## src/hw/rtl/bc_pkg.sv

```systemverilog
// shared types and constants for the binomial coefficient unit
`timescale 1ns / 1ps

package bc_pkg;

    localparam int unsigned N_W      = 6;
    localparam int unsigned COEF_W   = 30;
    localparam int unsigned MAX_N    = 32;
    localparam int unsigned ACC_W    = (MAX_N > COEF_W) ? MAX_N : COEF_W;
    localparam int unsigned PROD_W   = ACC_W + N_W;
    localparam int unsigned CNT_W    = $clog2(PROD_W);

    localparam logic [COEF_W-1:0] COEF_MAX = {COEF_W{1'b1}};

    typedef struct packed {
        logic load;
        logic init;
        logic mul;
        logic div;
        logic next;
        logic out_load;
    } t_cmd;

    typedef struct packed {
        logic iter_done;
        logic div_last;
    } t_status;

endpackage

```

## src/hw/rtl/bc_dpath.sv

```systemverilog
// datapath: operand registers, multiplier and bit-serial exact divider
`timescale 1ns / 1ps

module bc_dpath (
    input  logic                        i_clk,
    input  logic                        i_rst_n,
    input  bc_pkg::t_cmd                i_cmd,
    output bc_pkg::t_status             o_status,
    input  logic [bc_pkg::N_W-1:0]      i_n_total,
    input  logic [bc_pkg::N_W-1:0]      i_k_chosen,
    output logic [bc_pkg::COEF_W-1:0]   o_coefficient,
    output logic                        o_range_error
);

    logic [bc_pkg::N_W-1:0]    r_n;
    logic [bc_pkg::N_W-1:0]    r_k;
    logic [bc_pkg::N_W-1:0]    r_i;
    logic [bc_pkg::N_W-1:0]    r_rem;
    logic [bc_pkg::ACC_W-1:0]  r_acc;
    logic [bc_pkg::PROD_W-1:0] r_quo;
    logic [bc_pkg::CNT_W-1:0]  r_cnt;
    logic                      r_err;
    logic [bc_pkg::COEF_W-1:0] r_coef;
    logic                      r_range;

    logic                      range_hit;
    logic                      k_big;
    logic                      trivial;
    logic                      use_sym;
    logic [bc_pkg::N_W-1:0]    k_eff;
    logic [bc_pkg::N_W-1:0]    first_val;
    logic [bc_pkg::N_W-1:0]    factor;
    logic [bc_pkg::PROD_W-1:0] product;
    logic [bc_pkg::N_W:0]      rem_sh;
    logic                      q_bit;
    logic [bc_pkg::N_W-1:0]    rem_nxt;

    // operand classification
    assign range_hit = r_n > bc_pkg::N_W'(bc_pkg::MAX_N);
    assign k_big     = r_k > r_n;
    assign trivial   = (r_k == '0) || (r_k == r_n);
    assign use_sym   = {r_k, 1'b0} > {1'b0, r_n};
    assign k_eff     = use_sym ? (r_n - r_k) : r_k;
    assign first_val = r_n - k_eff + bc_pkg::N_W'(1);

    // recurrence factor n-k+i and product
    assign factor  = r_n - r_k + r_i;
    assign product = bc_pkg::PROD_W'(r_acc) * bc_pkg::PROD_W'(factor);

    // one restoring division step
    assign rem_sh  = {r_rem, r_quo[bc_pkg::PROD_W-1]};
    assign q_bit   = rem_sh >= {1'b0, r_i};
    assign rem_nxt = q_bit ? bc_pkg::N_W'(rem_sh - {1'b0, r_i}) : rem_sh[bc_pkg::N_W-1:0];

    always_ff @(posedge i_clk) begin
        if (i_cmd.load) begin
            r_n <= i_n_total;
            r_k <= i_k_chosen;
        end
        if (i_cmd.init) begin
            r_err <= range_hit;
            r_i   <= bc_pkg::N_W'(2);
            if (range_hit || k_big) begin
                r_acc <= '0;
                r_k   <= '0;
            end else if (trivial) begin
                r_acc <= bc_pkg::ACC_W'(1);
                r_k   <= '0;
            end else begin
                r_acc <= bc_pkg::ACC_W'(first_val);
                r_k   <= k_eff;
            end
        end
        if (i_cmd.mul) begin
            r_quo <= product;
            r_rem <= '0;
            r_cnt <= '0;
        end
        if (i_cmd.div) begin
            r_quo <= {r_quo[bc_pkg::PROD_W-2:0], q_bit};
            r_rem <= rem_nxt;
            r_cnt <= r_cnt + bc_pkg::CNT_W'(1);
        end
        if (i_cmd.next) begin
            r_acc <= r_quo[bc_pkg::ACC_W-1:0];
            r_i   <= r_i + bc_pkg::N_W'(1);
        end
        if (i_cmd.out_load) begin
            r_coef  <= (r_acc > bc_pkg::ACC_W'(bc_pkg::COEF_MAX)) ? bc_pkg::COEF_MAX
                                                                 : r_acc[bc_pkg::COEF_W-1:0];
            r_range <= r_err;
        end
    end

    assign o_status.iter_done = r_i > r_k;
    assign o_status.div_last  = r_cnt == bc_pkg::CNT_W'(bc_pkg::PROD_W - 1);
    assign o_coefficient      = r_coef;
    assign o_range_error      = r_range;

    // partial remainder always below the divisor
    a_rem_bound: assert property (@(posedge i_clk) disable iff (!i_rst_n)
        i_cmd.div |-> (r_rem < r_i))
        else $error("divider remainder not below divisor");

    // every division of the recurrence is exact
    a_exact_div: assert property (@(posedge i_clk) disable iff (!i_rst_n)
        i_cmd.next |-> (r_rem == '0))
        else $error("nonzero remainder in exact division");

    // out of range operand yields zero
    a_range_zero: assert property (@(posedge i_clk) disable iff (!i_rst_n)
        (i_cmd.out_load && r_err) |=> (o_range_error && (o_coefficient == '0)))
        else $error("range error with nonzero coefficient");

endmodule

```

## src/hw/rtl/bc_ctrl.sv

```systemverilog
// controller: sequencing of the recurrence and output register handshake
`timescale 1ns / 1ps

module bc_ctrl (
    input  logic             i_clk,
    input  logic             i_rst_n,
    input  logic             i_in_valid,
    output logic             o_in_ready,
    output logic             o_out_valid,
    input  logic             i_out_ready,
    input  bc_pkg::t_status  i_status,
    output bc_pkg::t_cmd     o_cmd
);

    localparam logic [2:0] S_IDLE = 3'd0;
    localparam logic [2:0] S_INIT = 3'd1;
    localparam logic [2:0] S_LOOP = 3'd2;
    localparam logic [2:0] S_DIV  = 3'd3;
    localparam logic [2:0] S_NEXT = 3'd4;
    localparam logic [2:0] S_DONE = 3'd5;

    logic [2:0] r_state;
    logic [2:0] n_state;
    logic       r_out_valid;
    logic       n_out_valid;
    logic       out_free;

    assign out_free = !r_out_valid || i_out_ready;

    always_comb begin
        n_state = r_state;
        o_cmd   = '0;
        unique case (r_state)
            S_IDLE: begin
                if (i_in_valid) begin
                    o_cmd.load = 1'b1;
                    n_state    = S_INIT;
                end
            end
            S_INIT: begin
                o_cmd.init = 1'b1;
                n_state    = S_LOOP;
            end
            S_LOOP: begin
                if (i_status.iter_done) begin
                    n_state = S_DONE;
                end else begin
                    o_cmd.mul = 1'b1;
                    n_state   = S_DIV;
                end
            end
            S_DIV: begin
                o_cmd.div = 1'b1;
                if (i_status.div_last) begin
                    n_state = S_NEXT;
                end
            end
            S_NEXT: begin
                o_cmd.next = 1'b1;
                n_state    = S_LOOP;
            end
            S_DONE: begin
                if (out_free) begin
                    o_cmd.out_load = 1'b1;
                    n_state        = S_IDLE;
                end
            end
            default: begin
                n_state = S_IDLE;
            end
        endcase
    end

    always_comb begin
        if (o_cmd.out_load) begin
            n_out_valid = 1'b1;
        end else if (i_out_ready) begin
            n_out_valid = 1'b0;
        end else begin
            n_out_valid = r_out_valid;
        end
    end

    always_ff @(posedge i_clk) begin
        if (!i_rst_n) begin
            r_state     <= S_IDLE;
            r_out_valid <= 1'b0;
        end else begin
            r_state     <= n_state;
            r_out_valid <= n_out_valid;
        end
    end

    assign o_in_ready  = r_state == S_IDLE;
    assign o_out_valid = r_out_valid;

    // accepted transaction starts setup next cycle
    a_accept_init: assert property (@(posedge i_clk) disable iff (!i_rst_n)
        (i_in_valid && o_in_ready) |=> (r_state == S_INIT))
        else $error("accepted transaction did not enter setup");

    // a waiting result is never overwritten
    a_no_overwrite: assert property (@(posedge i_clk) disable iff (!i_rst_n)
        o_cmd.out_load |-> (!r_out_valid || i_out_ready))
        else $error("output register overwritten");

    // divider runs only between a multiply and an update
    a_div_order: assert property (@(posedge i_clk) disable iff (!i_rst_n)
        (r_state == S_NEXT) |-> $past(r_state == S_DIV))
        else $error("update without division");

endmodule

```

## src/hw/rtl/binomial_coefficient.sv

```systemverilog
// top level of the binomial coefficient unit
//
//  channel  direction  handshake                   payload
//  in       input      i_in_valid / o_in_ready     i_n_total, i_k_chosen
//  out      output     o_out_valid / i_out_ready   o_coefficient, o_range_error
//
//  one transaction runs k'-1 multiply and divide steps, k' = min(k, n-k);
//  each divide step yields PROD_W = 38 quotient bits from the one-bit-a-cycle divider
//  special cases (k = 0, k = n, k > n, n > MAX_N) skip the multiply and divide steps
//  synchronous active-low reset clears the controller and the output valid
//  a new transaction is taken while a finished result waits in the output register
`timescale 1ns / 1ps

module binomial_coefficient (
    input  logic                        i_clk,
    input  logic                        i_rst_n,
    input  logic                        i_in_valid,
    output logic                        o_in_ready,
    input  logic [bc_pkg::N_W-1:0]      i_n_total,
    input  logic [bc_pkg::N_W-1:0]      i_k_chosen,
    output logic                        o_out_valid,
    input  logic                        i_out_ready,
    output logic [bc_pkg::COEF_W-1:0]   o_coefficient,
    output logic                        o_range_error
);

    bc_pkg::t_cmd    cmd;
    bc_pkg::t_status status;

    bc_ctrl u_ctrl (
        .i_clk       (i_clk),
        .i_rst_n     (i_rst_n),
        .i_in_valid  (i_in_valid),
        .o_in_ready  (o_in_ready),
        .o_out_valid (o_out_valid),
        .i_out_ready (i_out_ready),
        .i_status    (status),
        .o_cmd       (cmd)
    );

    bc_dpath u_dpath (
        .i_clk         (i_clk),
        .i_rst_n       (i_rst_n),
        .i_cmd         (cmd),
        .o_status      (status),
        .i_n_total     (i_n_total),
        .i_k_chosen    (i_k_chosen),
        .o_coefficient (o_coefficient),
        .o_range_error (o_range_error)
    );

endmodule
```

## config.mk

```make
export PLATFORM = sky130hd
export DESIGN_NAME = binomial_coefficient
export DESIGN_NICKNAME = d
export VERILOG_FILES = /design/src/hw/rtl/bc_pkg.sv /design/src/hw/rtl/bc_dpath.sv /design/src/hw/rtl/bc_ctrl.sv /design/src/hw/rtl/binomial_coefficient.sv
export SDC_FILE = /design/constraint.sdc
export NUM_CORES = 1
export LEC_CHECK = 0
export BUFFER_PORTS_ARGS = -buffer_cell sky130_fd_sc_hd__buf_2
export CORE_MARGIN = 3
export CORE_UTILIZATION = 40
export CTS_CLUSTER_DIAMETER = 50
export DETAILED_ROUTE_END_ITERATION = 8
export GPL_TIMING_DRIVEN = 0
export HOLD_SLACK_MARGIN = 0.15
export SETUP_SLACK_MARGIN = 0.15
export SLEW_MARGIN = 5
export SYNTH_ARGS = -nofsm -noshare
export SYNTH_HDL_FRONTEND = slang
export SYNTH_SLANG_ARGS = --single-unit
export TNS_END_PERCENT = 50
```

## constraint.sdc

```tcl
create_clock -name i_clk -period 16.2 [get_ports i_clk]
set_input_delay 0.81 -clock i_clk [delete_from_list [all_inputs] [get_ports i_clk]]
set_output_delay 0.81 -clock i_clk [all_outputs]
set_load 0.1 [all_outputs]
```

-- Yosys cells after proc, flatten, opt, wreduce, memory -nomap -nowiden
Cells that the tools add are included.
- register bits after elaboration: 136
- input bits: 16
- word-level logic and storage cells: 81
- output and inout port bits: 33
- $mul: 1
- eq/ne operators: 10
- $add $sub $neg: 7
- mux-type cells: 33
- reduce and logical (&&, ||, !) cells: 12
- magnitude comparators: 6
- operators by type and width (cell ; count):
    32-bit two-way mux ; 3
    38-bit two-way mux ; 2
    6-bit two-way mux ; 12
    32-bit by 6-bit multiplier with 38-bit output ; 1
    32-bit by 30-bit greater-than comparator with 1-bit output (second input constant) ; 1
    6-bit by 1-bit adder with 6-bit output (second input constant) ; 3
    6-bit subtractor ; 3
    3-bit case mux with 5 select lines ; 1
    6-bit greater-than comparator ; 2
    3-bit two-way mux ; 4
    1-bit two-way mux ; 11
    2-bit nonzero test ; 4
    7-bit by 6-bit greater-or-equal comparator with 1-bit output ; 1
    7-bit by 6-bit greater-than comparator with 1-bit output ; 1
    6-bit adder ; 1
    3-bit by 2-bit == test with 1-bit output (second input constant) ; 2
    3-bit == test (second input constant) ; 2
    6-bit == test ; 1
    6-bit == test (second input constant) ; 1
    6-bit greater-than comparator (second input constant) ; 1
    6-bit zero test ; 1
    2-bit inequality test (second input constant) ; 2
    3-bit by 1-bit == test with 1-bit output (second input constant) ; 1
    3-bit zero test ; 1
    other kinds (5) ; 7

-- Longest topological paths before layout
- depth after elaboration: 8
- mapped depth: 30
- mapped depth without buffers: 28

-- By module
A second synthesis with hierarchy kept.
- cells, all modules: 1319
- area, all modules: 13037.5 um^2
- by module, submodules not included (module ; cells each ; sequential area each (um^2) ; times used ; area an instance (um^2)):
    bc_dpath ; 1284 ; 3963.8 ; 1 ; 12751.0
    bc_ctrl ; 35 ; 80.1 ; 1 ; 286.5

-- Least setup slack after synthesis
Ideal clock, no wire load.
- kind: register -> register
- from: register u_dpath.r_n[0] (netlist name)
- to: register u_dpath.r_quo[30] (netlist name) (data pin)
- path slack: 9.548 ns
- path buffers: 1
- data arrival time: 6.381 ns
- setup time: 0.270 ns
- clock period less this slack: 6.652 ns
- stages on the path, launching flop included: 28
- data required time: 15.930 ns
- path through: edfxtp_1 inv_1 ha_1 inv_1 fa_1 a21o_1 a21oi_1 xnor2_1 ha_1 a21oi_1 xnor2_1 xnor2_1 clkbuf_1 and2_1 fa_1 inv_1 fa_1 fa_1 inv_1 ha_1 and2_1 a311o_1 a311o_1 or3_4 a31oi_4 o21ai_2 xnor2_1 a21oi_1
- cells in the longest elaborated chain, start to end: 5
- ends and longest elaborated chain (element ; line ; source):
    start, declared ; bc_dpath.sv:15 ; logic [bc_pkg::N_W-1:0] r_n;
    start signal, assigned ; bc_dpath.sv:57 ; r_n <= i_n_total;
    6-bit subtractor ; bc_dpath.sv:47 ; assign factor = r_n - r_k + r_i;
    6-bit adder ; bc_dpath.sv:47 ;
    32-bit by 6-bit multiplier with 38-bit output ; bc_dpath.sv:48 ; assign product = bc_pkg::PROD_W'(r_acc) * bc_pkg::PROD_W'(factor);
    38-bit two-way mux ; bc_dpath.sv:74 ; if (i_cmd.mul) begin
    38-bit two-way mux ; bc_dpath.sv:79 ; if (i_cmd.div) begin
    end signal, assigned ; bc_dpath.sv:75 ; r_quo <= product;
    end signal, assigned ; bc_dpath.sv:80 ; r_quo <= {r_quo[bc_pkg::PROD_W-2:0], q_bit};
    end, declared ; bc_dpath.sv:20 ; logic [bc_pkg::PROD_W-1:0] r_quo;
Every way passes these cells. The select of a mux whose other input is x is not followed.
A chain may end at the register's enable or synchronous reset.

-- Final worst setup path
Same ends and word-level chain as after synthesis.

==> metrics.md <==
| Metric | Value |
|---|---|
| Status | finished clean |
| GR Overflow Total | 0 |
| Total track usage | 19.5% |
| Worst Tran Pin Value | 0.917 ns |
| Dpl hpwl | 24300 microns |
| Nets | 1597 |
| Post-synth top cells | 170 x inv_1, 132 x edfxtp_1, 127 x nand2_1, 125 x fa_1, 103 x and2_1 |
| Pre-CTS setup slack | 7.96 ns |
| Worst Hold End | u_dpath.o_range_error$_DFFE_PP_ |
| Clk root buf | clkbuf_16 |
| Cell Area, Placed | 13600 sq um |
| Area leader, netlist | edfxtp_1 |
| ANT nets after route | 0 |
| Placed insts | 1747 |
| TNS Setup | 0 ns |
| Vias | 9389 |
| Post-cts resize count | 0 |
| Post-CTS Setup Bufs | 0 |
| Wire length on met2 | 14800 microns |
| Post-Synth XOR/XNOR Area | 2.89% |
| Met3 wire len | 1120 microns |
| Post-synth top flop | edfxtp_1 |
| Die width | 184 microns |
| Seq/Total Area, Yosys | 31.8% |
| CP max stage cell | clkbuf_1 |
| Mapped cell area | 12700 sq um |
| MaxCap Viol Count | 0 |
| CTS max path bufs | 2 |
| Gate Count Post-Synth | 1299 |
| Port Buffers | 48 |
| TritonCTS clock tree | built |
| Worst skew pair latency | 0.43 ns |
| Inserted Diodes | 0 |
| Final instance area | 14200 sq um |
| Vias in the first global route | 9642 |
| Synth unique cells | 58 |
| Post-synthesis simple-gate area fraction | 19.6% |
| Top-count cell post-synth | inv_1 |
| Peak Freq | 122 MHz |
| FF+latch count, synth | 136 |
| Worst Reg2Reg Path Length in Cells | 27 |
| Layout Cells excl Fill | 1779 |
| Post-synthesis adder-cell area fraction | 28.2% |
| Final worst slack | 7.98 ns |
| Reg2reg setup slack | 7.98 ns |
| RSZ-0062 raised after global routing | false |
| Largest fanout on the critical path | 10 |
| Fin. max-slew vios | 0 |
| Async SR Flop Fraction | 0% |
| Compound-Gate Fraction of Synth Area | 10.2% |
| IO Pins | 49 |
| Ranking of synthesized cells by area | edfxtp_1 31%, fa_1 20%, ha_1 8.5% |
| Final RePlAce weighted congestion | 0.881 |
| Hold Vio Cnt, Final | 0 |
| Reg2reg end | u_dpath.r_quo[30]$_DFFE_PP_ |
| Tcrit/Tclk final | 50.8% |
| CTS Hold Bufs | 0 |
| CTS Sinks | 136 |
| Yosys warning count | 0 |
| H-tree depth | 4 |
| Via/cell ratio | 5.28 |
| 1st-iter DRT viols | 564 |
| Die Area | 34000 sq um |
| Die Ht | 184 microns |
| EDFF count, synth | 132 |
| CTS clk-pin slew, worst paths | 0.06 ns |
| Initial antenna violation count | 2 |
| Synth-to-layout area growth | 11.3% |
| Area share of the largest cell type after synthesis | 31.2% |
| Post-route DRC violation count | 0 |
| Hold Crit Depth | 0 |
| Largest net degree at the start of global routing | 34 |
| # setup viols final | 0 |
| Main combinational cell family by area after synthesis | adder cells |
| Worst Min Path Start | u_dpath.r_err$_DFFE_PP_ |
| Syn Area/Cell | 9.79 sq um |
| Inserted Clock Buffers | 17 |
| M1 WL | 14800 microns |
| Worst Path Required | 16.36 ns |
| Largest stage delay on the critical path | 0.73 ns |
| Worst Setup End Kind | register |
| Mux cell area share after synthesis | 0.807% |
| Clk_skew | 0.0154 ns |
| Hold WC Path Type | register to register |
| Top Metal Used | met4 |
| Crit Path Category | register to register |
| Reg2reg start | u_dpath.r_n[0]$_DFFE_PP_ |
| Critical path launch point type | register |
| Final min period | 8.22 ns |
| WL per Instance | 17.7 microns |
| Normalized max-slew margin | 38.9% |
| Layout cell share with drive strength beyond 1 | 7.16% |
| Detailed Routing Iterations Pass 1 | 5 |
| Row cnt | 64 |
| Critical path arrival | 8.38 ns |
| Syn Nets | 1526 |
| Drt total wl | 31500 microns |
| Core Area | 31000 sq um |
| Initial Util | 41.0% |
| First-pass GRT wire length | 52000 microns |
[layout by cell type, fill, tap and decap left out, drive strengths merged, types with 7 or more instances in the layout]
cell type	netlist	final
edfxtp	132	132
nand2b	35	35
o31ai	12	12
inv	170	170
o21ai	47	47
nor3	8	8
a21oi	67	67
or3	38	38
clkbuf	49	68
nand2	127	127
xnor2	26	26
nor3b	9	9
clkinv	0	8
a21o	25	25
o21bai	7	7
nand3	20	20
mux2i	8	8
and3	35	35
ha	86	86
nor2	63	63
nand4	7	7
buf	2	54
and2	103	103
a21boi	7	7
o21a	8	8
fa	125	125
nor2b	11	11
xor2	16	16
[stage by stage]
stage | utilization, % | hold WS, ns
2_1_floorplan | - | 0.400
4_1_cts | 45.7 | 0.440
6_report | 45.7 | 0.442
3_3_place_gp | 43.4 | 0.425
3_5_place_dp | 43.8 | 0.436
5_1_grt | 45.7 | 0.449
[worst max path at each step]
stage,startpoint,to,slack (ns),depth (start not counted)
6_report,u_dpath.r_n[0]$_DFFE_PP_,u_dpath.r_quo[30]$_DFFE_PP_,7.98,27
3_5_place_dp,u_dpath.r_n[0]$_DFFE_PP_,u_dpath.r_quo[30]$_DFFE_PP_,7.96,27
3_3_place_gp,u_dpath.r_n[0]$_DFFE_PP_,u_dpath.r_quo[30]$_DFFE_PP_,7.97,27
5_1_grt,u_dpath.r_n[0]$_DFFE_PP_,u_dpath.r_quo[22]$_DFFE_PP_,7.42,27
4_1_cts,u_dpath.r_n[0]$_DFFE_PP_,u_dpath.r_quo[30]$_DFFE_PP_,7.92,27
2_1_floorplan,u_dpath.r_n[0]$_DFFE_PP_,u_dpath.r_quo[30]$_DFFE_PP_,9.55,27
[cell families after synthesis]
family | count (synthesis)
AO/OA/AOI/OAI | 205
XOR/XNOR | 42
adder cells (fa/ha/maj) | 211
buffers and inverters | 221
flip-flops | 136
multiplexers | 10
AND/OR/NAND/NOR | 474
[sequential cells by signal, summed over array words and instances (netlist names), 3 cells and up]
name / count
u_dpath.r_quo: 38
u_dpath.r_n: 6
u_dpath.r_cnt: 6
u_dpath.r_i: 6
u_dpath.r_rem: 6
u_ctrl.r_state: 3
u_dpath.r_k: 6
u_dpath.r_acc: 32
u_dpath.o_coefficient: 30
[layer usage]
layer	global-route usage (%)	vias up
met5	0	-
met4	5.41	0
met3	3.00	39
met2	31.8	183
met1	27.2	4678
li1	-	4489
[layout make-up]
| type | instances | area [sq um] |
|---|---|---|
| Buffer | 51 | 193 |
| Clock buffer | 19 | 433 |
| Clock inverter | 13 | 155 |
| Fill cell | 2958 | 16800 |
| Inverter | 170 | 638 |
| Multi-Input combinational cell | 942 | 7860 |
| Sequential cell | 136 | 4040 |
| Tap cell | 396 | 495 |
| Timing Repair Buffer | 52 | 335 |
[worst max-delay path, delay by kind of cell (launching register included)]
| kind | cells | cell delay (ns) |
|---|---|---|
| and+or+nand+nor | 3 | 0.90 |
| buffers and inverters | 5 | 1.04 |
| adders and majority gates | 7 | 2.63 |
| DFF | 1 | 0.45 |
| xor gates and xnor gates | 4 | 1.17 |
| AOI/OAI and AO/OA | 8 | 1.76 |
Power is left out: the tool's default activity adds up to more than one toggle a clock period on the data nets, which glitch-free logic cannot reach.
